File: config.mk
export PLATFORM = sky130hd
export DESIGN_NAME = simple_point_test_3d_flat
export DESIGN_NICKNAME = d
export VERILOG_FILES = /design/src/spt3d_pkg.sv /design/src/spt3d_if.sv /design/src/spt3d_front.sv /design/src/spt3d_flood_stage.sv /design/src/spt3d_decide.sv /design/src/simple_point_test_3d.sv /design/src/flat_wrapper.sv
export SDC_FILE = /design/constraint.sdc
export NUM_CORES = 2
export LEC_CHECK = 0
export BUFFER_PORTS_ARGS = -buffer_cell sky130_fd_sc_hd__buf_2
export CELL_PAD_IN_SITES_DETAIL_PLACEMENT = 2
export CELL_PAD_IN_SITES_GLOBAL_PLACEMENT = 2
export CORE_UTILIZATION = 40
export DETAILED_ROUTE_END_ITERATION = 10
export PLACE_DENSITY = 0.84
export SYNTH_ARGS = -nofsm -noshare
export SYNTH_HDL_FRONTEND = slang
export SYNTH_SLANG_ARGS = --single-unit
File: constraint.sdc
create_clock -name i_clk -period 10.32 [get_ports i_clk]
set_input_delay 1.548 -clock i_clk [delete_from_list [all_inputs] [get_ports i_clk]]
set_output_delay 1.548 -clock i_clk [all_outputs]
set_load 0.005 [all_outputs]
File: src/spt3d_pkg.sv
package spt3d_pkg;

    localparam int NBR_COUNT    = 26;
    localparam int NBR18_COUNT  = 18;
    localparam int FACE_COUNT   = 6;
    localparam int COUNT_W      = 5;
    localparam int DIR_W        = 3;
    // 4 growth steps per stage, 7 stages: 28 steps cover the longest path (25)
    localparam int FLOOD_STEPS  = 4;
    localparam int FLOOD_STAGES = 7;

    typedef logic [NBR_COUNT-1:0]   t_nbr;
    typedef logic [NBR18_COUNT-1:0] t_nbr18;
    typedef logic [FACE_COUNT-1:0]  t_face;
    typedef logic [DIR_W-1:0]       t_dir;
    typedef logic [COUNT_W-1:0]     t_count;

    typedef struct packed {
        t_nbr   black;
        t_dir   dir;
        t_count count;
        t_nbr   reach_b;
        t_nbr18 reach_w;
    } t_work;

    // x: W -1 E +1, y: U -1 D +1, z: S -1 N +1
    localparam int OFF_X [NBR_COUNT] = '{
        0, 0, -1, 1, 0, 0,
        0, -1, 1, 0, -1, 1, -1, 1, 0, -1, 1, 0,
        -1, 1, -1, 1, -1, 1, -1, 1};
    localparam int OFF_Y [NBR_COUNT] = '{
        -1, 0, 0, 0, 0, 1,
        -1, -1, -1, -1, 0, 0, 0, 0, 1, 1, 1, 1,
        -1, -1, -1, -1, 1, 1, 1, 1};
    localparam int OFF_Z [NBR_COUNT] = '{
        0, 1, 0, 0, -1, 0,
        1, 0, 0, -1, 1, 1, -1, -1, 1, 0, 0, -1,
        1, 1, -1, -1, 1, 1, -1, -1};

    function automatic int abs_diff(input int a, input int b);
        return (a > b) ? (a - b) : (b - a);
    endfunction

    // neighbours of position k: 26-adjacency when full26, else 6-adjacency
    function automatic t_nbr adj_mask(input int k, input bit full26);
        t_nbr m;
        int   dx;
        int   dy;
        int   dz;
        m = '0;
        for (int j = 0; j < NBR_COUNT; j++) begin
            dx = abs_diff(OFF_X[j], OFF_X[k]);
            dy = abs_diff(OFF_Y[j], OFF_Y[k]);
            dz = abs_diff(OFF_Z[j], OFF_Z[k]);
            if (j != k) begin
                if (full26) begin
                    if (dx <= 1 && dy <= 1 && dz <= 1) begin
                        m[j] = 1'b1;
                    end
                end else if (dx + dy + dz == 1) begin
                    m[j] = 1'b1;
                end
            end
        end
        return m;
    endfunction

endpackage

File: src/spt3d_if.sv
interface spt3d_in_if;
    logic                           valid;
    logic                           ready;
    logic [spt3d_pkg::NBR_COUNT-1:0] neighbour_bits;
    logic [spt3d_pkg::DIR_W-1:0]     border_direction;

    modport source (output valid, output neighbour_bits, output border_direction,
                    input ready);
    modport sink   (input valid, input neighbour_bits, input border_direction,
                    output ready);
endinterface

interface spt3d_out_if;
    logic                          valid;
    logic                          ready;
    logic                          deletable;
    logic                          is_simple_point;
    logic [spt3d_pkg::COUNT_W-1:0] black_count;

    modport source (output valid, output deletable, output is_simple_point,
                    output black_count, input ready);
    modport sink   (input valid, input deletable, input is_simple_point,
                    input black_count, output ready);
endinterface

File: src/spt3d_front.sv
module spt3d_front (
    input  logic              i_clk,
    input  logic              i_rst_n,
    spt3d_in_if.sink          i_in,
    output logic              o_valid,
    input  logic              i_ready,
    output spt3d_pkg::t_work  o_work
);
    import spt3d_pkg::*;

    logic   r_valid;
    t_work  r_work;
    t_work  n_work;
    t_face  white_faces;
    t_count cnt;

    always_comb begin
        cnt = '0;
        for (int k = 0; k < NBR_COUNT; k++) begin
            cnt = cnt + t_count'(i_in.neighbour_bits[k]);
        end
    end

    assign white_faces = ~i_in.neighbour_bits[FACE_COUNT-1:0];

    always_comb begin
        n_work         = '0;
        n_work.black   = i_in.neighbour_bits;
        n_work.dir     = i_in.border_direction;
        n_work.count   = cnt;
        // seeds: lowest black neighbour, lowest white face
        n_work.reach_b = i_in.neighbour_bits & (~i_in.neighbour_bits + t_nbr'(1));
        n_work.reach_w = t_nbr18'(white_faces & (~white_faces + t_face'(1)));
    end

    assign i_in.ready = !r_valid || i_ready;

    always_ff @(posedge i_clk) begin
        if (!i_rst_n) begin
            r_valid <= 1'b0;
        end else if (i_in.ready) begin
            r_valid <= i_in.valid;
        end
    end

    always_ff @(posedge i_clk) begin
        if (i_in.valid && i_in.ready) begin
            r_work <= n_work;
        end
    end

    assign o_valid = r_valid;
    assign o_work  = r_work;

endmodule

File: src/spt3d_flood_stage.sv
module spt3d_flood_stage (
    input  logic              i_clk,
    input  logic              i_rst_n,
    input  logic              i_valid,
    output logic              o_ready,
    input  spt3d_pkg::t_work  i_work,
    output logic              o_valid,
    input  logic              i_ready,
    output spt3d_pkg::t_work  o_work
);
    import spt3d_pkg::*;

    logic [FLOOD_STEPS:0][NBR_COUNT-1:0]   rb;
    logic [FLOOD_STEPS:0][NBR18_COUNT-1:0] rw;
    t_nbr18 white18;
    logic   r_valid;
    t_work  r_work;
    t_work  n_work;

    assign white18 = ~i_work.black[NBR18_COUNT-1:0];
    assign rb[0]   = i_work.reach_b;
    assign rw[0]   = i_work.reach_w;

    // each step adds every allowed node adjacent to the reached set
    for (genvar s = 0; s < FLOOD_STEPS; s++) begin : g_step
        for (genvar j = 0; j < NBR_COUNT; j++) begin : g_black
            localparam t_nbr M26 = adj_mask(j, 1'b1);
            assign rb[s+1][j] = i_work.black[j] & (rb[s][j] | (|(rb[s] & M26)));
        end
        for (genvar j = 0; j < NBR18_COUNT; j++) begin : g_white
            localparam t_nbr M6 = adj_mask(j, 1'b0);
            assign rw[s+1][j] = white18[j] &
                                (rw[s][j] | (|(rw[s] & M6[NBR18_COUNT-1:0])));
        end
    end

    always_comb begin
        n_work         = i_work;
        n_work.reach_b = rb[FLOOD_STEPS];
        n_work.reach_w = rw[FLOOD_STEPS];
    end

    assign o_ready = !r_valid || i_ready;

    always_ff @(posedge i_clk) begin
        if (!i_rst_n) begin
            r_valid <= 1'b0;
        end else if (o_ready) begin
            r_valid <= i_valid;
        end
    end

    always_ff @(posedge i_clk) begin
        if (i_valid && o_ready) begin
            r_work <= n_work;
        end
    end

    assign o_valid = r_valid;
    assign o_work  = r_work;

    a_black_inside: assert property (@(posedge i_clk) disable iff (!i_rst_n)
        r_valid |-> ((r_work.reach_b & ~r_work.black) == '0))
        else $error("black reach left the black set");

    a_white_inside: assert property (@(posedge i_clk) disable iff (!i_rst_n)
        r_valid |-> ((r_work.reach_w & r_work.black[NBR18_COUNT-1:0]) == '0))
        else $error("white reach entered a black voxel");

endmodule

File: src/spt3d_decide.sv
module spt3d_decide (
    input  logic              i_clk,
    input  logic              i_rst_n,
    input  logic              i_valid,
    output logic              o_ready,
    input  spt3d_pkg::t_work  i_work,
    spt3d_out_if.source       o_out
);
    import spt3d_pkg::*;

    logic       r_valid;
    logic       r_del;
    logic       r_simple;
    t_count     r_count;
    logic       n_del;
    logic       n_simple;
    t_face      white_faces;
    logic [7:0] face_white_ext;
    logic       cond_black;
    logic       cond_white;
    logic       border;

    assign white_faces    = ~i_work.black[FACE_COUNT-1:0];
    assign face_white_ext = {{(8 - FACE_COUNT){1'b0}}, white_faces};

    assign cond_black = (i_work.black != '0) && (i_work.reach_b == i_work.black);
    assign cond_white = (white_faces != '0) &&
                        (i_work.reach_w[FACE_COUNT-1:0] == white_faces);
    // direction codes six and seven land on the zero padding
    assign border     = face_white_ext[i_work.dir];
    assign n_simple   = cond_black && cond_white;
    assign n_del      = border && (i_work.count > t_count'(1)) && n_simple;

    assign o_ready = !r_valid || o_out.ready;

    always_ff @(posedge i_clk) begin
        if (!i_rst_n) begin
            r_valid <= 1'b0;
        end else if (o_ready) begin
            r_valid <= i_valid;
        end
    end

    always_ff @(posedge i_clk) begin
        if (i_valid && o_ready) begin
            r_del    <= n_del;
            r_simple <= n_simple;
            r_count  <= i_work.count;
        end
    end

    assign o_out.valid           = r_valid;
    assign o_out.deletable       = r_del;
    assign o_out.is_simple_point = r_simple;
    assign o_out.black_count     = r_count;

    a_del_simple: assert property (@(posedge i_clk) disable iff (!i_rst_n)
        (r_valid && r_del) |-> (r_simple && (r_count > t_count'(1))))
        else $error("deletable without simple point or with end point");

    a_count_range: assert property (@(posedge i_clk) disable iff (!i_rst_n)
        r_valid |-> (r_count <= t_count'(NBR_COUNT)))
        else $error("black count out of range");

endmodule

File: src/simple_point_test_3d.sv
// channel | dir | payload                                      | transfer
// i_in    | in  | neighbour_bits[25:0], border_direction[2:0]  | valid && ready
// o_out   | out | deletable, is_simple_point, black_count[4:0] | valid && ready
//
// one item per cycle sustained while o_out is ready; the input and the result are both registered
// the 7 flood stages (4 growth steps each) sit between the input and output registers
// synchronous active-low reset empties every stage; no other state
// each stage holds its item while the next one is full and stalled,
// so bubbles still close up behind a stalled output
module simple_point_test_3d (
    input  logic         i_clk,
    input  logic         i_rst_n,
    spt3d_in_if.sink     i_in,
    spt3d_out_if.source  o_out
);
    import spt3d_pkg::*;

    logic  st_valid [FLOOD_STAGES+1];
    logic  st_ready [FLOOD_STAGES+1];
    t_work st_work  [FLOOD_STAGES+1];

    spt3d_front u_front (
        .i_clk   (i_clk),
        .i_rst_n (i_rst_n),
        .i_in    (i_in),
        .o_valid (st_valid[0]),
        .i_ready (st_ready[0]),
        .o_work  (st_work[0])
    );

    for (genvar s = 0; s < FLOOD_STAGES; s++) begin : g_flood
        spt3d_flood_stage u_stage (
            .i_clk   (i_clk),
            .i_rst_n (i_rst_n),
            .i_valid (st_valid[s]),
            .o_ready (st_ready[s]),
            .i_work  (st_work[s]),
            .o_valid (st_valid[s+1]),
            .i_ready (st_ready[s+1]),
            .o_work  (st_work[s+1])
        );
    end

    spt3d_decide u_decide (
        .i_clk   (i_clk),
        .i_rst_n (i_rst_n),
        .i_valid (st_valid[FLOOD_STAGES]),
        .o_ready (st_ready[FLOOD_STAGES]),
        .i_work  (st_work[FLOOD_STAGES]),
        .o_out   (o_out)
    );

endmodule

File: src/flat_wrapper.sv
// flat-port wrapper written by rule: the top's interface ports become plain ports
module simple_point_test_3d_flat import spt3d_pkg::*;
  (i_clk, i_rst_n, i_in_valid, i_in_neighbour_bits, i_in_border_direction, i_in_ready, o_out_valid, o_out_deletable, o_out_is_simple_point, o_out_black_count, o_out_ready);
  spt3d_in_if i_in_i ();
  spt3d_out_if o_out_i ();
  input  logic i_clk;
  input  logic i_rst_n;
  input wire logic [$bits(i_in_i.valid)-1:0] i_in_valid;
  input wire logic [$bits(i_in_i.neighbour_bits)-1:0] i_in_neighbour_bits;
  input wire logic [$bits(i_in_i.border_direction)-1:0] i_in_border_direction;
  output wire logic [$bits(i_in_i.ready)-1:0] i_in_ready;
  output wire logic [$bits(o_out_i.valid)-1:0] o_out_valid;
  output wire logic [$bits(o_out_i.deletable)-1:0] o_out_deletable;
  output wire logic [$bits(o_out_i.is_simple_point)-1:0] o_out_is_simple_point;
  output wire logic [$bits(o_out_i.black_count)-1:0] o_out_black_count;
  input wire logic [$bits(o_out_i.ready)-1:0] o_out_ready;
  assign i_in_i.valid = i_in_valid;
  assign i_in_i.neighbour_bits = i_in_neighbour_bits;
  assign i_in_i.border_direction = i_in_border_direction;
  assign i_in_ready = i_in_i.ready;
  assign o_out_valid = o_out_i.valid;
  assign o_out_deletable = o_out_i.deletable;
  assign o_out_is_simple_point = o_out_i.is_simple_point;
  assign o_out_black_count = o_out_i.black_count;
  assign o_out_i.ready = o_out_ready;
  simple_point_test_3d u_core (.i_clk(i_clk), .i_rst_n(i_rst_n), .i_in(i_in_i), .o_out(o_out_i));
endmodule
==> Yosys cells after proc, flatten, opt, wreduce, memory -nomap -nowiden <==
Index checks and enable logic that the tools add are counted.
{ "totals": {"out_inout_bits": 9, "input_bits": 33, "ff_bits": 628, "word_cells": 3792} }
{ "classes": {"muxes": 2, "magnitude_cmp": 2, "n_eq_ne": 2, "bitwise": 2453, "n_reduce_logical": 1254, "addsub": 27} }
{ "ops": {"columns": ["operator", "n"], "rows": [
  ["$reduce_or 10->1", 336],
  ["$reduce_or 16->1", 168],
  ["$reduce_or 6->1", 224],
  ["$and 1x1->1", 1220],
  ["$or 1x1->1", 1220],
  ["$reduce_or 4->1", 168],
  ["$reduce_or 2->1", 324],
  ["$not 18->18", 7],
  ["$add 5x1->5", 21],
  ["$add 26x1->26 const B", 1],
  ["$and 26x26->26", 1],
  ["$eq 26x26->1", 1],
  ["$not 26->26", 1],
  ["$reduce_bool 26->1", 1],
  ["$add 18x1->18 const B", 1],
  ["$and 6x18->18", 1],
  ["$not 6->18", 1],
  ["$logic_and 1x1->1", 14],
  ["$not 6->6", 2],
  ["$logic_not 1->1", 9],
  ["$logic_or 1x1->1", 9],
  ["$eq 6x6->1", 1],
  ["$reduce_bool 6->1", 1],
  ["$add 4x1->5", 1],
  ["7 further kinds", 7]
]} }

==> Depth between registers and ports, before layout <==
{ "depth": {"ltp_word": 25, "ltp_mapped": 17} }

==> Hierarchy <==
Synthesis repeated with hierarchy kept, for this count alone.
{ "unflattened": {"cells_unflattened": 4294, "hier_area_um2": 41058.1} }
{ "by_module_without_submodules": {"columns": ["mod", "seq_area_each_um2", "cells_per_inst", "n_inst", "area_per_inst_um2"], "rows": [
  ["spt3d_flood_stage", 2362.3, 570, 7, 5296.3],
  ["spt3d_front", 1971.9, 225, 1, 3218.1],
  ["spt3d_decide", 230.2, 79, 1, 765.7]
]} }

==> Worst setup path after synthesis <==
No wires, ideal clock.
{ "synth_timing": {"kind": "input-to-reg", "startpoint": "input o_out_ready", "endpoint": "register u_core.g_flood[0].u_stage.r_work (netlist bit u_core.g_flood[0].u_stage.o_work[0]) (enable)", "path_buffers": 1, "arrival_time_ns": 7.953, "slack_ns": 1.734, "t_required_ns": 9.686, "path_stages": 7, "path_cell_list": "nor2b_1 > and2_1 > and3_1 > clkbuf_1 > nand3_1 > nor2_1 > a21boi_0"} }
{ "synth_between": {"elab_chain_cells": 9} }
{ "synth_rtl": {"columns": ["element", "line_no", "text"], "rows": [
  ["start, declared", "flat_wrapper.sv:16", "input wire logic [$bits(o_out_i.ready)-1:0] o_out_ready;"],
  ["$logic_or 1x1->1", "spt3d_decide.sv:34", "assign o_ready = !r_valid || o_out.ready;"],
  ["$logic_or 1x1->1 (7 in a row)", "spt3d_flood_stage.sv:43", "assign o_ready = !r_valid || i_ready;"],
  ["$logic_and 1x1->1", "spt3d_flood_stage.sv:54", "if (i_valid && o_ready) begin"],
  ["end signal, assigned", "spt3d_flood_stage.sv:55", "r_work <= n_work;"],
  ["end, declared", "spt3d_flood_stage.sv:17", "t_work r_work;"]
]} }
No other way between the ends.
A chain may end at the register's enable or synchronous reset.

==> impl_metrics.py <==
metrics = {
    "synthesis": {
        "synth-async-reset-ratio_pct": 0,
        "distinct_cell_type_count_of_the_synthesized_netlist": 86,
        "postSynth.topFlopCell": "sky130_fd_sc_hd__edfxtp_1",
        "xor_xnor_share_of_the_synthesized_area_pct": 0.579,
        "ys_seq_area_share_pct": 48.6,
        "synth.area.mux_share_pct": 0.0860,
        "average_footprint_of_a_synthesized_cell_sq_um": 9.80,
        "synth_top_family_by_area": "simple AND/OR/NAND/NOR gates",
        "post_synth_and_or_nand_nor_area_fraction_pct": 25.2,
        "synth.yosys.warnings": 0,
        "postSynthNetCount": 3924,
        "synth-edff-count": 606,
        "ys_seq_elements": 615,
        "netlist_instances": 3860,
        "share_of_the_synthesized_area_in_compound_gates_ao_oa_aoi_oai_pct": 21.6,
        "yosys.area_share.adder_pct": 1.38,
        "syn-cell-area_sq_um": 37800,
    },
    "critical_path": {
        "critical_path_peak_fanout": 8,
        "setup.reg_to_reg.worst_slack_ns": 3.20,
        "criticalPathCategory": "flop to flop",
        "critical_path_arrival_ns": 7.46,
        "r2r_end": "u_core.g_flood[5].u_stage.o_work[20]",
        "r2r.worst_path.cells": 11,
        "r2r_start": "u_core.g_flood[4].u_stage.o_work[27]",
        "crit_path_end_kind": "flop",
        "crit_required_ns": 10.66,
        "cp-start-kind": "flop",
    },
    "timing": {
        "final_period_minus_worst_setup_slack_ns": 7.12,
        "tightestPinTransition_ns": 1.30,
        "grt_setup_unrepaired": "false",
        "timing.max_slew.rel_slack_pct": 12.4,
        "finalClockSkew_ns": 0.0377,
        "setup-tns-final_ns": 0,
        "clock.fmax_mhz": 140,
        "layout_worst_path_cycle_share_pct": 69.0,
        "max_slew_violation_total_from_the_final_report": 0,
        "finalHoldViolations": 0,
        "setup_viol_count_final": 0,
    },
    "power": {
        "proportion_of_power_drawn_by_flip_flops_and_latches_pct": 47.2,
        "power_dissipated_by_switching_net_loads_w": 0.00166,
        "p_int_w": 0.00451,
        "power_switching_share_pct": 26.9,
        "total_power_w": 0.00617,
        "pwr_density_cell_nw_per_um2": 147,
        "power.share.clock_pct": 42.6,
        "comb_power_share_pct": 10.1,
        "power_leakage_nw": 12.8,
        "vdd_ir_drop_max_mv": 0.132,
    },
    "global_routing": {
        "antenna_violations_before_repair": 2,
        "globalRouteOverflowTotal": 0,
        "largest_net_degree_at_the_start_of_global_routing": 79,
        "global_route.usage.total_pct": 37.7,
        "grt_pass1_vias": 40500,
        "grt_first_pass_wirelength_mm": 271,
    },
    "finish": {
        "finalNetCount": 3986,
        "stdcell_area_sq_um": 41900,
        "drive_above_1_share_pct": 8.18,
        "syn_to_final_growth_pct": 10.8,
        "final_design_utilization_pct": 44.9,
        "fill_cell_total_of_the_finished_layout": 9906,
    },
    "clock_tree": {
        "postCtsSetupRepairBufs": 0,
        "postCtsHoldBufs": 0,
        "cts_htree_levels": 3,
        "post_cts_resized": 0,
        "cts.sink_count": 615,
        "cts-root-buf": "sky130_fd_sc_hd__clkbuf_16",
        "clk_pin_slew_ns": 0.07,
        "clock_path_buffers": 3,
        "total_cts_buffers": 72,
        "clk_latency_ns": 0.67,
        "clock_tree_from_tritoncts": "built",
    },
    "floorplanning": {
        "design.die.area_sq_um": 95800,
        "die-width_microns": 310,
        "io_pins": 42,
        "die_height_microns": 310,
        "num_rows": 112,
        "starting_density_of_the_core_pct": 40.5,
        "core_sq_um": 93500,
    },
    "job": {
        "max_cap_violations": 0,
    },
    "place": {
        "gp_congestion": 1.01,
        "buffer_ports.inserted": 41,
        "dp_hpwl_mm": 132,
        "placed_cell_area_sq_um": 39600,
    },
    "routing": {
        "highest-signal-layer": "met4",
        "avgViaCountPerCell": 7.32,
        "detail-route-antenna-nets": 0,
        "met3WireLength_mm": 16.2,
        "route.detailed.drc": 0,
        "wl_per_cell_microns": 35.0,
        "num_vias": 38300,
        "drt_pre_antenna_iters": 6,
        "detailedRoute.firstIterationViolations": 4284,
        "routed_wl_mm": 183,
        "detailroute.wirelength.met2_mm": 84.8,
        "route.layer.met1.wl_mm": 70.3,
    },
    "worst_hold_path": {
        "min-delay-start": "u_core.g_flood[3].u_stage.o_work[45]",
        "min_path_cells": 0,
        "capture_endpoint_of_the_worst_hold_path": "u_core.g_flood[4].u_stage.o_work[45]",
        "holdCritPathClass": "flop to flop",
    },
    "status": {
        "result_of_the_run": "finished, final reports clean",
    },
}
-- power groups by stage --
stage                     registers [W]  clock network [W]  logic, W
after detailed placement        0.00296                  0  0.000570
final                           0.00291            0.00263  0.000626
after CTS                       0.00291            0.00264  0.000613
after global placement          0.00295                  0  0.000488
after floorplan                 0.00290                  0  0.000367
after global routing            0.00291            0.00272  0.000666
-- routing by layer --
layer	GRT usage, %	vias to the layer above
met3	7.18	814
met4	21.0	0
met2	61.2	2386
met1	47.1	19400
li1	-	15700
met5	0	-
-- logic make-up after synthesis --
logic type                 after synthesis
AOI/OAI and AO/OA                     1140
DFF                                    615
muxes                                    2
buffers and inverters                  258
xor gates and xnor gates                25
and+or+nand+nor                       1789
adders and majority gates               31
-- cell usage in the layout, fill, tap and decap left out, drive strengths merged, types with 67 or more instances in the layout --
master / instances
edfxtp: 606
nor2: 320
nand2: 315
nor3: 203
a21oi: 194
inv: 182
o21ai: 176
nand3: 166
a31oi: 147
nor4: 139
nand4: 130
o41ai: 129
o31ai: 122
or4: 94
clkbuf: 88
or2: 85
or3: 74
buf: 67
-- per-stage QoR --
| stage | std cells | hold slack, ns | worst slack (ns) |
|---|---|---|---|
| global route | 5229 | 0.419 | 3.08 |
| detailed placement | 5102 | 0.406 | 3.89 |
| finish | 5232 | 0.404 | 3.20 |
| floorplan | 3860 | 0.400 | 1.73 |
| global placement | 5102 | 0.400 | 4.21 |
| CTS | 5229 | 0.409 | 3.61 |
-- Yosys cell counts (8+ instances only) --
| master | instances | area, sq um |
|---|---|---|
| sky130_fd_sc_hd__nor2_1 | 320 | 1200 |
| sky130_fd_sc_hd__o2111ai_1 | 8 | 70.1 |
| sky130_fd_sc_hd__o21a_1 | 66 | 495 |
| sky130_fd_sc_hd__dfxtp_1 | 9 | 180 |
| sky130_fd_sc_hd__or3b_2 | 8 | 70.1 |
| sky130_fd_sc_hd__o21ai_0 | 164 | 821 |
| sky130_fd_sc_hd__xor2_1 | 8 | 70.1 |
| sky130_fd_sc_hd__nand3b_1 | 24 | 180 |
| sky130_fd_sc_hd__o41ai_1 | 107 | 937 |
| sky130_fd_sc_hd__and3_1 | 30 | 188 |
| sky130_fd_sc_hd__a2111oi_0 | 8 | 70.1 |
| sky130_fd_sc_hd__o41ai_2 | 20 | 325 |
| sky130_fd_sc_hd__clkbuf_1 | 77 | 289 |
| sky130_fd_sc_hd__a21o_1 | 23 | 173 |
| sky130_fd_sc_hd__or2_2 | 84 | 526 |
| sky130_fd_sc_hd__a21boi_0 | 43 | 323 |
| sky130_fd_sc_hd__or4_1 | 93 | 698 |
| sky130_fd_sc_hd__o41a_1 | 28 | 315 |
| sky130_fd_sc_hd__ha_1 | 13 | 163 |
| sky130_fd_sc_hd__nand2_1 | 315 | 1180 |
| sky130_fd_sc_hd__fa_1 | 18 | 360 |
| sky130_fd_sc_hd__nand4_1 | 130 | 813 |
| sky130_fd_sc_hd__o31a_1 | 65 | 569 |
| sky130_fd_sc_hd__edfxtp_1 | 606 | 18200 |
| sky130_fd_sc_hd__o21ai_1 | 10 | 50.1 |
| sky130_fd_sc_hd__nand3_1 | 165 | 826 |
| sky130_fd_sc_hd__and2_1 | 47 | 294 |
| sky130_fd_sc_hd__a31o_2 | 11 | 96.3 |
| sky130_fd_sc_hd__nor2b_1 | 47 | 294 |
| sky130_fd_sc_hd__nand4b_1 | 29 | 254 |
| sky130_fd_sc_hd__nor3_1 | 203 | 1020 |
| sky130_fd_sc_hd__a41oi_1 | 35 | 307 |
| sky130_fd_sc_hd__a31oi_1 | 147 | 920 |
| sky130_fd_sc_hd__or3_1 | 73 | 457 |
| sky130_fd_sc_hd__nor4b_1 | 13 | 114 |
| sky130_fd_sc_hd__a21oi_1 | 194 | 971 |
| sky130_fd_sc_hd__o21bai_1 | 13 | 97.6 |
| sky130_fd_sc_hd__nor3b_1 | 21 | 158 |
| sky130_fd_sc_hd__nor4_1 | 137 | 857 |
| sky130_fd_sc_hd__a41o_1 | 10 | 100 |
| sky130_fd_sc_hd__nand2b_1 | 20 | 125 |
| sky130_fd_sc_hd__inv_1 | 179 | 672 |
| sky130_fd_sc_hd__o31ai_1 | 119 | 893 |
| sky130_fd_sc_hd__xnor2_1 | 17 | 149 |
-- flip-flops by register name (all words and copies together) (netlist names) --
signal / cells
u_core.g_flood.u_stage.o_work: 534
u_core.u_decide.o_out.is_simple_point: 1
u_core.g_flood.u_stage.o_valid: 7
u_core.u_decide.o_out.black_count: 5
u_core.u_decide.o_out.deletable: 1
u_core.u_front.o_valid: 1
u_core.u_front.o_work: 65
u_core.u_decide.o_out.valid: 1
-- worst max path at each step --
stage | startpoint | endpoint | slack, ns | cells past startpoint
floorplan | o_out_ready | u_core.g_flood[0].u_stage.o_work[0] | 1.73 | 7
global placement | i_in_neighbour_bits[17] | u_core.u_front.o_work[48] | 4.21 | 18
detailed placement | u_core.g_flood[4].u_stage.o_work[22] | u_core.g_flood[5].u_stage.o_work[23] | 3.89 | 11
CTS | u_core.g_flood[4].u_stage.o_work[27] | u_core.g_flood[5].u_stage.o_work[23] | 3.61 | 11
global route | u_core.g_flood[5].u_stage.o_work[22] | u_core.g_flood[6].u_stage.o_work[23] | 3.08 | 11
finish | u_core.g_flood[4].u_stage.o_work[27] | u_core.g_flood[5].u_stage.o_work[20] | 3.20 | 11
-- final cells by class --
| type | instances | area, sq um | share of cell area, % |
|---|---|---|---|
| Clock inverter | 39 | 408 | 0.973 |
| Tap cell | 1254 | 1570 | 3.74 |
| Clock buffer | 88 | 1910 | 4.56 |
| Antenna cell | 3 | 7.51 | 0.0179 |
| Multi-Input combinational cell | 2987 | 18600 | 44.3 |
| Timing Repair Buffer | 67 | 400 | 0.955 |
| Sequential cell | 615 | 18400 | 43.8 |
| Inverter | 179 | 672 | 1.60 |
-- worst max-delay path, cell delays in order, from the launching register on --
cell,delay [ns]
sky130_fd_sc_hd__edfxtp_1,0.52
sky130_fd_sc_hd__nor4_1,0.98
sky130_fd_sc_hd__nand4_1,0.27
sky130_fd_sc_hd__o21ai_1,0.69
sky130_fd_sc_hd__nand3_1,0.45
sky130_fd_sc_hd__o41ai_1,0.99
sky130_fd_sc_hd__nand2_1,0.20
sky130_fd_sc_hd__or3_1,0.39
sky130_fd_sc_hd__o41ai_1,0.85
sky130_fd_sc_hd__nand3_1,0.36
sky130_fd_sc_hd__nor4_1,0.85
sky130_fd_sc_hd__a41oi_1,0.28
(Power assumes the default switching activity.)
